--- config.mk ---
export PLATFORM = sky130hd
export DESIGN_NAME = decaying_visit_wait_tracker
export DESIGN_NICKNAME = d
export VERILOG_FILES = /design/src/hdl/dvwt_pkg.sv /design/src/hdl/decaying_visit_wait_tracker.sv /design/src/hdl/dvwt_useq.sv /design/src/hdl/dvwt_datapath.sv
export SDC_FILE = /design/constraint.sdc
export NUM_CORES = 2
export LEC_CHECK = 0
export ABC_AREA = 1
export BUFFER_PORTS_ARGS = -buffer_cell sky130_fd_sc_hd__buf_2
export CORE_ASPECT_RATIO = 1.5
export CORE_MARGIN = 2
export CORE_UTILIZATION = 30
export CTS_CLUSTER_DIAMETER = 200
export DETAILED_ROUTE_END_ITERATION = 8
export PLACE_DENSITY_LB_ADDON = 0.1
export SYNTH_ARGS = -nofsm -noshare
export SYNTH_HDL_FRONTEND = slang
export SYNTH_SLANG_ARGS = --single-unit
--- constraint.sdc ---
create_clock -name clk -period 20.6 [get_ports clk]
set_clock_uncertainty 0.15 [all_clocks]
set_input_delay 2.06 -clock clk [delete_from_list [all_inputs] [get_ports clk]]
set_output_delay 2.06 -clock clk [all_outputs]
set_load 0.1 [all_outputs]
--- src/hdl/dvwt_pkg.sv ---
// Shared types, constants and the control store of the decaying visit/wait tracker.
package dvwt_pkg;

    // Fixed-point format and field widths
    localparam int FRAC_BITS    = 16;
    localparam int WAIT_BITS    = 16;
    localparam int AVG_BITS     = 32;
    localparam int TRIP_FIELD_W = 16;
    localparam int Q_W          = FRAC_BITS + 1;
    localparam int PROD_W       = 2 * Q_W;
    localparam int HALF_Q       = 1 << (FRAC_BITS - 1);

    localparam logic [Q_W-1:0]       ONE_Q    = {1'b1, {FRAC_BITS{1'b0}}};
    localparam int                   SIGMA_RESET_INT = (4 * (1 << FRAC_BITS) + 5) / 10;
    localparam logic [Q_W-1:0]       SIGMA_RESET = Q_W'(SIGMA_RESET_INT);
    localparam logic [WAIT_BITS-1:0] WAIT_MAX = {WAIT_BITS{1'b1}};
    localparam logic [WAIT_BITS-1:0] WAIT_ONE = {{(WAIT_BITS-1){1'b0}}, 1'b1};
    localparam logic [AVG_BITS-1:0]  AVG_MAX  = {AVG_BITS{1'b1}};

    // Control store addressing
    localparam int PC_W = 4;
    localparam logic [PC_W-1:0] UA_FETCH    = 4'd0;
    localparam logic [PC_W-1:0] UA_SPLIT_W  = 4'd1;
    localparam logic [PC_W-1:0] UA_SPLIT_L  = 4'd2;
    localparam logic [PC_W-1:0] UA_GAP_CHK  = 4'd3;
    localparam logic [PC_W-1:0] UA_POW      = 4'd4;
    localparam logic [PC_W-1:0] UA_COEF_MUL = 4'd5;
    localparam logic [PC_W-1:0] UA_COEF_ADD = 4'd6;
    localparam logic [PC_W-1:0] UA_LEAVE    = 4'd7;
    localparam logic [PC_W-1:0] UA_AVG_ADD  = 4'd8;
    localparam logic [PC_W-1:0] UA_WAIT     = 4'd9;
    localparam logic [PC_W-1:0] UA_EMIT     = 4'd10;

    typedef enum logic [1:0] {
        KIND_WAIT  = 2'd0,
        KIND_LEAVE = 2'd1,
        KIND_ENTER = 2'd2,
        KIND_VISIT = 2'd3
    } kind_t;

    typedef enum logic [3:0] {
        OP_NOP      = 4'd0,
        OP_LOAD     = 4'd1,
        OP_WAIT_INC = 4'd2,
        OP_AVG_MUL  = 4'd3,
        OP_AVG_ADD  = 4'd4,
        OP_POW_STEP = 4'd5,
        OP_COEF_MUL = 4'd6,
        OP_COEF_ADD = 4'd7,
        OP_EMIT     = 4'd8
    } dp_op_t;

    typedef enum logic [2:0] {
        COND_NEXT     = 3'd0,
        COND_ALWAYS   = 3'd1,
        COND_KIND     = 3'd2,
        COND_GAP_ZERO = 3'd3,
        COND_MORE_GAP = 3'd4
    } cond_t;

    typedef struct packed {
        logic [1:0]              kind;
        logic [TRIP_FIELD_W-1:0] trip_number;
    } req_item_t;

    typedef struct packed {
        logic [AVG_BITS-1:0]  average_wait;
        logic [Q_W-1:0]       visit_coefficient;
        logic [WAIT_BITS-1:0] current_wait;
    } rsp_item_t;

    typedef struct packed {
        dp_op_t          op;
        cond_t           cond;
        kind_t           kind;
        logic [PC_W-1:0] target;
    } ucode_t;

    typedef struct packed {
        dp_op_t op;
        logic   fire;
    } dp_ctl_t;

    typedef struct packed {
        kind_t kind;
        logic  gap_zero;
        logic  more_gap;
    } dp_status_t;

    // Microprogram: one control word per step
    function automatic ucode_t ucode_rom(input logic [PC_W-1:0] addr);
        ucode_t w;
        w = '{op: OP_NOP, cond: COND_ALWAYS, kind: KIND_WAIT, target: UA_FETCH};
        case (addr)
            UA_FETCH:
            begin
                w.op   = OP_LOAD;
                w.cond = COND_NEXT;
            end
            UA_SPLIT_W:
            begin
                w.cond   = COND_KIND;
                w.kind   = KIND_WAIT;
                w.target = UA_WAIT;
            end
            UA_SPLIT_L:
            begin
                w.cond   = COND_KIND;
                w.kind   = KIND_LEAVE;
                w.target = UA_LEAVE;
            end
            UA_GAP_CHK:
            begin
                w.cond   = COND_GAP_ZERO;
                w.target = UA_COEF_MUL;
            end
            UA_POW:
            begin
                w.op     = OP_POW_STEP;
                w.cond   = COND_MORE_GAP;
                w.target = UA_POW;
            end
            UA_COEF_MUL:
            begin
                w.op     = OP_COEF_MUL;
                w.cond   = COND_KIND;
                w.kind   = KIND_VISIT;
                w.target = UA_EMIT;
            end
            UA_COEF_ADD:
            begin
                w.op     = OP_COEF_ADD;
                w.target = UA_EMIT;
            end
            UA_LEAVE:
            begin
                w.op   = OP_AVG_MUL;
                w.cond = COND_NEXT;
            end
            UA_AVG_ADD:
            begin
                w.op     = OP_AVG_ADD;
                w.target = UA_EMIT;
            end
            UA_WAIT:
            begin
                w.op   = OP_WAIT_INC;
                w.cond = COND_NEXT;
            end
            UA_EMIT:
            begin
                w.op     = OP_EMIT;
                w.target = UA_FETCH;
            end
            default:
            begin
                w.target = UA_FETCH;
            end
        endcase
        return w;
    endfunction

endpackage

--- src/hdl/decaying_visit_wait_tracker.sv ---
// Decaying visit/wait tracker: top level joining the microcode sequencer and the datapath.
//
// Tracks wait and visit statistics for one grid site, one event per transaction, and
// returns one result per event with the state after it. The power loop of the
// microprogram steps through the bits of the forward trip gap, one square-and-multiply
// step per cycle, and the control store runs one step per cycle while it neither waits
// for a request nor waits at its final step for the previous result to be taken.
// A finished result sits in an output register, so the next event is accepted while
// the previous result waits; a result held longer than the next event's work stalls
// the sequencer at its final step. Sigma is written through cfg_write/cfg_wdata; the
// user must write it only while the block is idle, as the block does not enforce this.
// Values above 1.0 act as 1.0.
module decaying_visit_wait_tracker #(
    parameter int TRIP_BITS = 16
) (
    input  logic                      clk,
    input  logic                      rst_n,
    input  logic                      cfg_write,
    input  logic [dvwt_pkg::Q_W-1:0]  cfg_wdata,
    input  logic                      req_valid,
    output logic                      req_ready,
    input  dvwt_pkg::req_item_t       req_item,
    output logic                      rsp_valid,
    input  logic                      rsp_ready,
    output dvwt_pkg::rsp_item_t       rsp_item
);
    import dvwt_pkg::*;

    dp_ctl_t    ctl;
    dp_status_t status;

    // Control: step counter and control store
    dvwt_useq u_useq (
        .clk       (clk),
        .rst_n     (rst_n),
        .req_valid (req_valid),
        .req_ready (req_ready),
        .rsp_valid (rsp_valid),
        .rsp_ready (rsp_ready),
        .status    (status),
        .ctl       (ctl)
    );

    // Arithmetic and state
    dvwt_datapath #(
        .TRIP_BITS (TRIP_BITS)
    ) u_datapath (
        .clk       (clk),
        .rst_n     (rst_n),
        .cfg_write (cfg_write),
        .cfg_wdata (cfg_wdata),
        .req_item  (req_item),
        .ctl       (ctl),
        .status    (status),
        .rsp_item  (rsp_item)
    );

endmodule

--- src/hdl/dvwt_useq.sv ---
// Microcode sequencer: step counter, control store, branch logic and result handshake.
module dvwt_useq (
    input  logic                  clk,
    input  logic                  rst_n,
    input  logic                  req_valid,
    output logic                  req_ready,
    output logic                  rsp_valid,
    input  logic                  rsp_ready,
    input  dvwt_pkg::dp_status_t  status,
    output dvwt_pkg::dp_ctl_t     ctl
);
    import dvwt_pkg::*;

    logic [PC_W-1:0] pc_reg;
    logic [PC_W-1:0] pc_next;
    logic            rsp_valid_reg;
    logic            rsp_valid_next;
    ucode_t          uw;
    logic            fire;
    logic            taken;

    // Fetch the current control word
    assign uw = ucode_rom(pc_reg);

    // Decide whether this step executes and where it goes next
    always_comb
    begin
        case (uw.op)
            OP_LOAD: fire = req_valid;
            OP_EMIT: fire = !rsp_valid_reg || rsp_ready;
            default: fire = 1'b1;
        endcase

        case (uw.cond)
            COND_NEXT:     taken = 1'b0;
            COND_ALWAYS:   taken = 1'b1;
            COND_KIND:     taken = (status.kind == uw.kind);
            COND_GAP_ZERO: taken = status.gap_zero;
            COND_MORE_GAP: taken = status.more_gap;
            default:       taken = 1'b0;
        endcase

        if (!fire)
            pc_next = pc_reg;
        else if (taken)
            pc_next = uw.target;
        else
            pc_next = pc_reg + 1'b1;

        // Set on a new result, drop once the transaction completes
        if (uw.op == OP_EMIT && fire)
            rsp_valid_next = 1'b1;
        else if (rsp_ready)
            rsp_valid_next = 1'b0;
        else
            rsp_valid_next = rsp_valid_reg;
    end

    always_ff @(posedge clk or negedge rst_n)
    begin
        if (!rst_n)
        begin
            pc_reg        <= UA_FETCH;
            rsp_valid_reg <= 1'b0;
        end
        else
        begin
            pc_reg        <= pc_next;
            rsp_valid_reg <= rsp_valid_next;
        end
    end

    assign req_ready = (uw.op == OP_LOAD);
    assign rsp_valid = rsp_valid_reg;
    assign ctl.op    = uw.op;
    assign ctl.fire  = fire;

endmodule

--- src/hdl/dvwt_datapath.sv ---
// Datapath: site state, sigma register, fixed-point multipliers, one of them shared, and result register.
module dvwt_datapath #(
    parameter int TRIP_BITS = 16
) (
    input  logic                          clk,
    input  logic                          rst_n,
    input  logic                          cfg_write,
    input  logic [dvwt_pkg::Q_W-1:0]      cfg_wdata,
    input  dvwt_pkg::req_item_t           req_item,
    input  dvwt_pkg::dp_ctl_t             ctl,
    output dvwt_pkg::dp_status_t          status,
    output dvwt_pkg::rsp_item_t           rsp_item
);
    import dvwt_pkg::*;

    localparam int AVG_PW = AVG_BITS + Q_W;
    localparam int WS_W   = WAIT_BITS + Q_W;

    // Architectural state
    logic [Q_W-1:0]       sigma_reg,     sigma_next;
    logic [AVG_BITS-1:0]  avg_reg,       avg_next;
    logic [WAIT_BITS-1:0] wait_reg,      wait_next;
    logic [Q_W-1:0]       coef_reg,      coef_next;
    logic [TRIP_BITS-1:0] last_trip_reg, last_trip_next;

    // Working registers of one transaction
    logic [AVG_BITS-1:0]  tmp_reg,  tmp_next;
    logic [Q_W-1:0]       base_reg, base_next;
    logic [Q_W-1:0]       pw_reg,   pw_next;
    logic [TRIP_BITS-1:0] gap_reg,  gap_next;
    logic [TRIP_BITS-1:0] trip_reg, trip_next;
    kind_t                kind_reg, kind_next;
    rsp_item_t            rsp_reg,  rsp_next;

    logic [Q_W-1:0]              sig_q;
    logic [Q_W-1:0]              om_q;
    logic [TRIP_BITS+TRIP_FIELD_W-1:0] trip_ext;
    logic [TRIP_BITS-1:0]        trip_in;
    logic [TRIP_BITS-1:0]        gap_in;
    logic [Q_W-1:0]              mul_a, mul_b;
    logic [PROD_W-1:0]           prod_ab, prod_bb;
    logic [PROD_W:0]             rnd_ab, rnd_bb;
    logic [Q_W-1:0]              q_ab, q_bb;
    logic [AVG_PW-1:0]           prod_avg;
    logic [AVG_PW:0]             rnd_avg;
    logic [WS_W-1:0]             prod_ws;
    logic [AVG_BITS+1:0]         avg_sum;
    logic [Q_W:0]                coef_sum;

    // Clamp sigma to 1.0 and form 1 - sigma
    assign sig_q = (sigma_reg > ONE_Q) ? ONE_Q : sigma_reg;
    assign om_q  = ONE_Q - sig_q;

    // Trip gap, a backward step counts as zero
    assign trip_ext = {{TRIP_BITS{1'b0}}, req_item.trip_number};
    assign trip_in  = trip_ext[TRIP_BITS-1:0];
    assign gap_in   = (trip_in > last_trip_reg) ? (trip_in - last_trip_reg) : '0;

    // Shared Q-format multiplier: running power or coefficient update
    assign mul_a   = (ctl.op == OP_COEF_MUL) ? coef_reg : pw_reg;
    assign mul_b   = (ctl.op == OP_COEF_MUL) ? pw_reg : base_reg;
    assign prod_ab = PROD_W'(mul_a) * PROD_W'(mul_b);
    assign rnd_ab  = {1'b0, prod_ab} + (PROD_W+1)'(HALF_Q);
    assign q_ab    = rnd_ab[FRAC_BITS +: Q_W];

    // Squaring multiplier for the base
    assign prod_bb = PROD_W'(base_reg) * PROD_W'(base_reg);
    assign rnd_bb  = {1'b0, prod_bb} + (PROD_W+1)'(HALF_Q);
    assign q_bb    = rnd_bb[FRAC_BITS +: Q_W];

    // Average decay and the exact sigma-times-wait term
    assign prod_avg = AVG_PW'(avg_reg) * AVG_PW'(om_q);
    assign rnd_avg  = {1'b0, prod_avg} + (AVG_PW+1)'(HALF_Q);
    assign prod_ws  = WS_W'(wait_reg) * WS_W'(sig_q);
    assign avg_sum  = (AVG_BITS+2)'(tmp_reg) + (AVG_BITS+2)'(prod_ws);

    assign coef_sum = {1'b0, coef_reg} + {1'b0, sig_q};

    // Execute the control word
    always_comb
    begin
        sigma_next     = cfg_write ? cfg_wdata : sigma_reg;
        avg_next       = avg_reg;
        wait_next      = wait_reg;
        coef_next      = coef_reg;
        last_trip_next = last_trip_reg;
        tmp_next       = tmp_reg;
        base_next      = base_reg;
        pw_next        = pw_reg;
        gap_next       = gap_reg;
        trip_next      = trip_reg;
        kind_next      = kind_reg;
        rsp_next       = rsp_reg;

        if (ctl.fire)
        begin
            case (ctl.op)
                OP_LOAD:
                begin
                    kind_next = kind_t'(req_item.kind);
                    trip_next = trip_in;
                    gap_next  = gap_in;
                    base_next = om_q;
                    pw_next   = ONE_Q;
                end
                OP_WAIT_INC:
                begin
                    if (wait_reg != WAIT_MAX)
                        wait_next = wait_reg + 1'b1;
                end
                OP_AVG_MUL:
                begin
                    tmp_next = rnd_avg[FRAC_BITS +: AVG_BITS];
                end
                OP_AVG_ADD:
                begin
                    avg_next  = (|avg_sum[AVG_BITS+1:AVG_BITS]) ? AVG_MAX
                                                                : avg_sum[AVG_BITS-1:0];
                    wait_next = WAIT_ONE;
                end
                OP_POW_STEP:
                begin
                    if (gap_reg[0])
                        pw_next = q_ab;
                    base_next = q_bb;
                    gap_next  = {1'b0, gap_reg[TRIP_BITS-1:1]};
                end
                OP_COEF_MUL:
                begin
                    coef_next      = q_ab;
                    last_trip_next = trip_reg;
                end
                OP_COEF_ADD:
                begin
                    coef_next = (coef_sum > {1'b0, ONE_Q}) ? ONE_Q : coef_sum[Q_W-1:0];
                    wait_next = WAIT_ONE;
                end
                OP_EMIT:
                begin
                    rsp_next.average_wait      = avg_reg;
                    rsp_next.visit_coefficient = coef_reg;
                    rsp_next.current_wait      = wait_reg;
                end
                default:
                begin
                    tmp_next = tmp_reg;
                end
            endcase
        end
    end

    // Site state and sigma: reset by rst_n, held across transactions
    always_ff @(posedge clk or negedge rst_n)
    begin
        if (!rst_n)
        begin
            sigma_reg     <= SIGMA_RESET;
            avg_reg       <= '0;
            wait_reg      <= WAIT_ONE;
            coef_reg      <= ONE_Q;
            last_trip_reg <= '0;
        end
        else
        begin
            sigma_reg     <= sigma_next;
            avg_reg       <= avg_next;
            wait_reg      <= wait_next;
            coef_reg      <= coef_next;
            last_trip_reg <= last_trip_next;
        end
    end

    // Working and result registers
    always_ff @(posedge clk)
    begin
        tmp_reg  <= tmp_next;
        base_reg <= base_next;
        pw_reg   <= pw_next;
        gap_reg  <= gap_next;
        trip_reg <= trip_next;
        kind_reg <= kind_next;
        rsp_reg  <= rsp_next;
    end

    assign status.kind     = kind_reg;
    assign status.gap_zero = (gap_reg == '0);
    assign status.more_gap = |gap_reg[TRIP_BITS-1:1];
    assign rsp_item        = rsp_reg;

endmodule

==> impl_summary.log <==
INFO  metric result_of_the_run = finished, final reports clean
INFO  metric setup.worst_path.start_class = flip-flop
INFO  metric grt_overflow_total = 0
INFO  metric reg2reg_slack = 10.59 ns
INFO  metric synth_area_per_cell = 8.18 µm²
INFO  metric crit_start = u_datapath.sigma_reg[8]
INFO  metric worstReg2RegStart = u_datapath.sigma_reg[8]
INFO  metric clockRootBuffer = clkbuf_16
INFO  metric crit-reg2reg-capture = u_datapath.tmp_reg[31]
INFO  metric place.gp.congestion = 0.912
INFO  metric grt_use_met2 = 44.4%
INFO  metric post-route-period-util = 48.6%
INFO  metric yosysWarningCount = 0
INFO  metric relSlewSlack = 13.0%
INFO  metric ant_nets = 0
INFO  metric vias = 45.7k
INFO  metric cts_resized = 0
INFO  metric multiInputGateArea = 42400 µm²
INFO  metric drt_first_iter_violations = 2357
INFO  metric wire_per_inst = 23.1 µm
INFO  metric path_clk_slew = 0.06 ns
INFO  metric final-instance-count-excl-fill = 9641
INFO  metric hold_start = u_datapath.trip_reg[7]
INFO  metric number_of_flops_mapped_to_enable_cells_by_yosys = 165
INFO  metric worstHoldEndpoint = u_datapath.last_trip_reg[7]
INFO  metric slowest_stage = inv_2
INFO  metric cts_buffers = 39
INFO  metric clock-sinks = 268
INFO  metric clock_period_minus_worst_slack = 10.01 ns
INFO  metric placeableCoreArea = 192000 µm²
INFO  metric final_common_cell = inv_1
INFO  metric area_growth = 8.34%
INFO  metric synth_seq_cells = 268
INFO  metric ys_async_sr_fraction = 38.4%
INFO  metric synth_top_cell_by_area = fa_1
INFO  metric h-tree-depth = 2
INFO  metric cts_setup_buffers = 0
INFO  metric grt_start_max_net_pins = 70
INFO  metric first_global_vias = 51.0k
INFO  metric max_cap_viol_count = 0
INFO  metric clock_path_buffers = 3
INFO  metric setup_repair_after_global_routing_missed_its_margin = false
INFO  metric r2r.worst_path.cells = 39
INFO  metric detail_route.vias_per_cell = 4.74
INFO  metric placement.io_buffers = 106
INFO  metric first_pass_grt_wire_length = 333000 µm
INFO  metric worst-path-max-fanout = 29
INFO  metric worstMarginPinSlew = 1.30 ns
INFO  metric tritoncts = built
INFO  metric clock_insertion_delay_at_the_later_pin_of_the_skew_report = 0.64 ns
INFO  metric yosys_most_used_dff = edfxtp_1
INFO  metric required_time_at_the_worst_slack_endpoint = 20.84 ns
INFO  metric achievable-frequency = 99.9 MHz
INFO  metric post_synth_instance_area = 58100 µm²
INFO  metric mostFrequentLayoutCells = inv_1 (1885), nand2_1 (1467), fa_1 (1107)
INFO  metric hold_buffer_count_at_cts = 0
INFO  metric row_count = 197
INFO  metric timing.critical_path.to_type = flip-flop
INFO  metric remaining_drc_errors = 0
INFO  metric critical_path.max_stage_delay = 0.81 ns
INFO  metric synth_cells = 7096
INFO  metric critical_path.most_common_cell = fa_1
INFO  metric yosysSeqAreaShare = 13.0%
INFO  metric filler_cell_count = 20.6k
INFO  metric hold_class = reg2reg
INFO  metric drt_pass1_iterations = 8
INFO  metric setup_total_negative_slack = 0 ns
INFO  metric synthDominantCellAreaShare = 38.2%
INFO  metric dieArea = 197000 µm²
INFO  metric postRouteWirelength = 223000 µm
INFO  metric antenna_violations_before_repair = 9
INFO  metric criticalPathCategory = reg2reg
INFO  metric finalSetupViolCount = 0
INFO  metric synth.lib_cells_used.distinct = 61
INFO  metric fp.dieH = 543 µm
INFO  metric hold_viol = 0
INFO  metric met3_usage = 1.66%
INFO  metric nets = 8772
INFO  metric top_usage_layer = met2
INFO  metric whs_path_depth = 2
INFO  metric place.detailed.instances = 9562
INFO  metric mappedNetlistNets = 8752
INFO  metric flip_flop_count_of_the_largest_register_after_layout = 65
INFO  metric initial_utilization = 30.2%
INFO  metric grt.met1_usage = 25.1%
INFO  metric final_layout_size_suffix_gt1_share = 5.57%
INFO  metric regArea = 7540 µm²
INFO  metric groute.usage.overall = 23.1%
INFO  metric yosys-top-cells-area = fa_1 (38%), inv_1 (12%), ha_1 (11%)
INFO  metric dpl.hpwl = 181000 µm
INFO  metric boundary_pins = 107
INFO  metric crit_arrival = 10.25 ns
INFO  metric die_x_extent = 363 µm
INFO  metric report.final.slew_viol_count = 0
==> kinds of logic (layout without fill, tap and decap cells) <==
logic type                 count (synthesis)  after routing  share of synthesized area (%)
and+or+nand+nor                         2352           2352                           16.4
buffers and inverters                   2154           2205                           14.1
adders and majority gates               1616           1616                           49.1
AOI/OAI and AO/OA                        591            591                           5.65
DFF                                      268            268                           13.0
xor gates and xnor gates                 114            114                           1.72
muxes                                      1              1                         0.0194
other                                      0              7                              0
==> per-layer routing <==
layer	vias to the layer above	part of all wire, %	wire length [µm]
li1	20900	-	-
met1	23400	37	81900
met2	976	54	121000
met3	365	2.9	6390
met4	0	5.9	13100
met5	-	0	0
==> through the flow <==
stage          hold WS [ns]  cell area, µm²  setup slack, ns  utilization (%)
6_report              0.295           62900            10.59             32.7
5_1_grt               0.331           62900            10.23             32.7
4_1_cts               0.303           62900            10.64             32.7
3_5_place_dp          0.289           61600            10.68             32.0
3_3_place_gp          0.286           61600            10.73             32.0
2_1_floorplan         0.270           58100            12.87                -
==> layout make-up <==
class / count / area share, %
multi-input combinational: 4674 / 67.4
sequential: 268 / 12.0
inverter: 1928 / 11.5
tap: 2487 / 4.95
timing repair buffer: 205 / 2.03
clock buffer: 52 / 1.71
clock inverter: 20 / 0.408
antenna: 7 / 0.0278
==> synth_stat cells, types with 4 or more instances <==
| library cell | count |
|---|---|
| nand2_2 | 12 |
| o21ai_0 | 192 |
| o211ai_1 | 7 |
| nand2_1 | 1470 |
| nor2_1 | 586 |
| a21o_1 | 18 |
| a31oi_1 | 22 |
| or2_2 | 15 |
| nand4_1 | 27 |
| o22ai_1 | 24 |
| nor3_1 | 46 |
| o21ai_1 | 39 |
| edfxtp_1 | 165 |
| inv_2 | 29 |
| a221oi_1 | 4 |
| ha_1 | 509 |
| buf_1 | 9 |
| nand3_1 | 131 |
| nor2_4 | 8 |
| clkinv_1 | 13 |
| clkbuf_1 | 150 |
| nor2_2 | 10 |
| o21ai_2 | 10 |
| inv_1 | 1885 |
| nand3b_1 | 10 |
| nor4_1 | 13 |
| buf_2 | 55 |
| nand3_2 | 4 |
| dfrtp_1 | 93 |
| buf_4 | 11 |
| nand2_4 | 5 |
| fa_1 | 1107 |
| o21a_1 | 15 |
| a21oi_1 | 225 |
| xnor2_1 | 43 |
| xor2_1 | 71 |
| o21bai_1 | 11 |
| dfstp_2 | 10 |
==> worst max-delay path, delay by kind of cell (launching register included) <==
kind / cells / cell delay, ns
adder cells (fa/ha/maj): 8 / 3.61
buffers and inverters: 10 / 1.53
AND/OR/NAND/NOR: 16 / 2.96
AO/OA/AOI/OAI: 5 / 1.03
flip-flops: 1 / 0.39
==> worst max-delay path by stage <==
stage / end / slack, ns / cells after the start
after floorplan: u_datapath.tmp_reg[31] / 12.87 / 42
after global routing: u_datapath.tmp_reg[16] / 10.23 / 36
final: u_datapath.tmp_reg[31] / 10.59 / 39
after detailed placement: u_datapath.tmp_reg[31] / 10.68 / 39
after global placement: u_datapath.tmp_reg[31] / 10.73 / 39
after CTS: u_datapath.tmp_reg[31] / 10.64 / 39
Power is left out: the tool's default activity adds up to more than one toggle a clock period on the data nets, which glitch-free logic cannot reach.
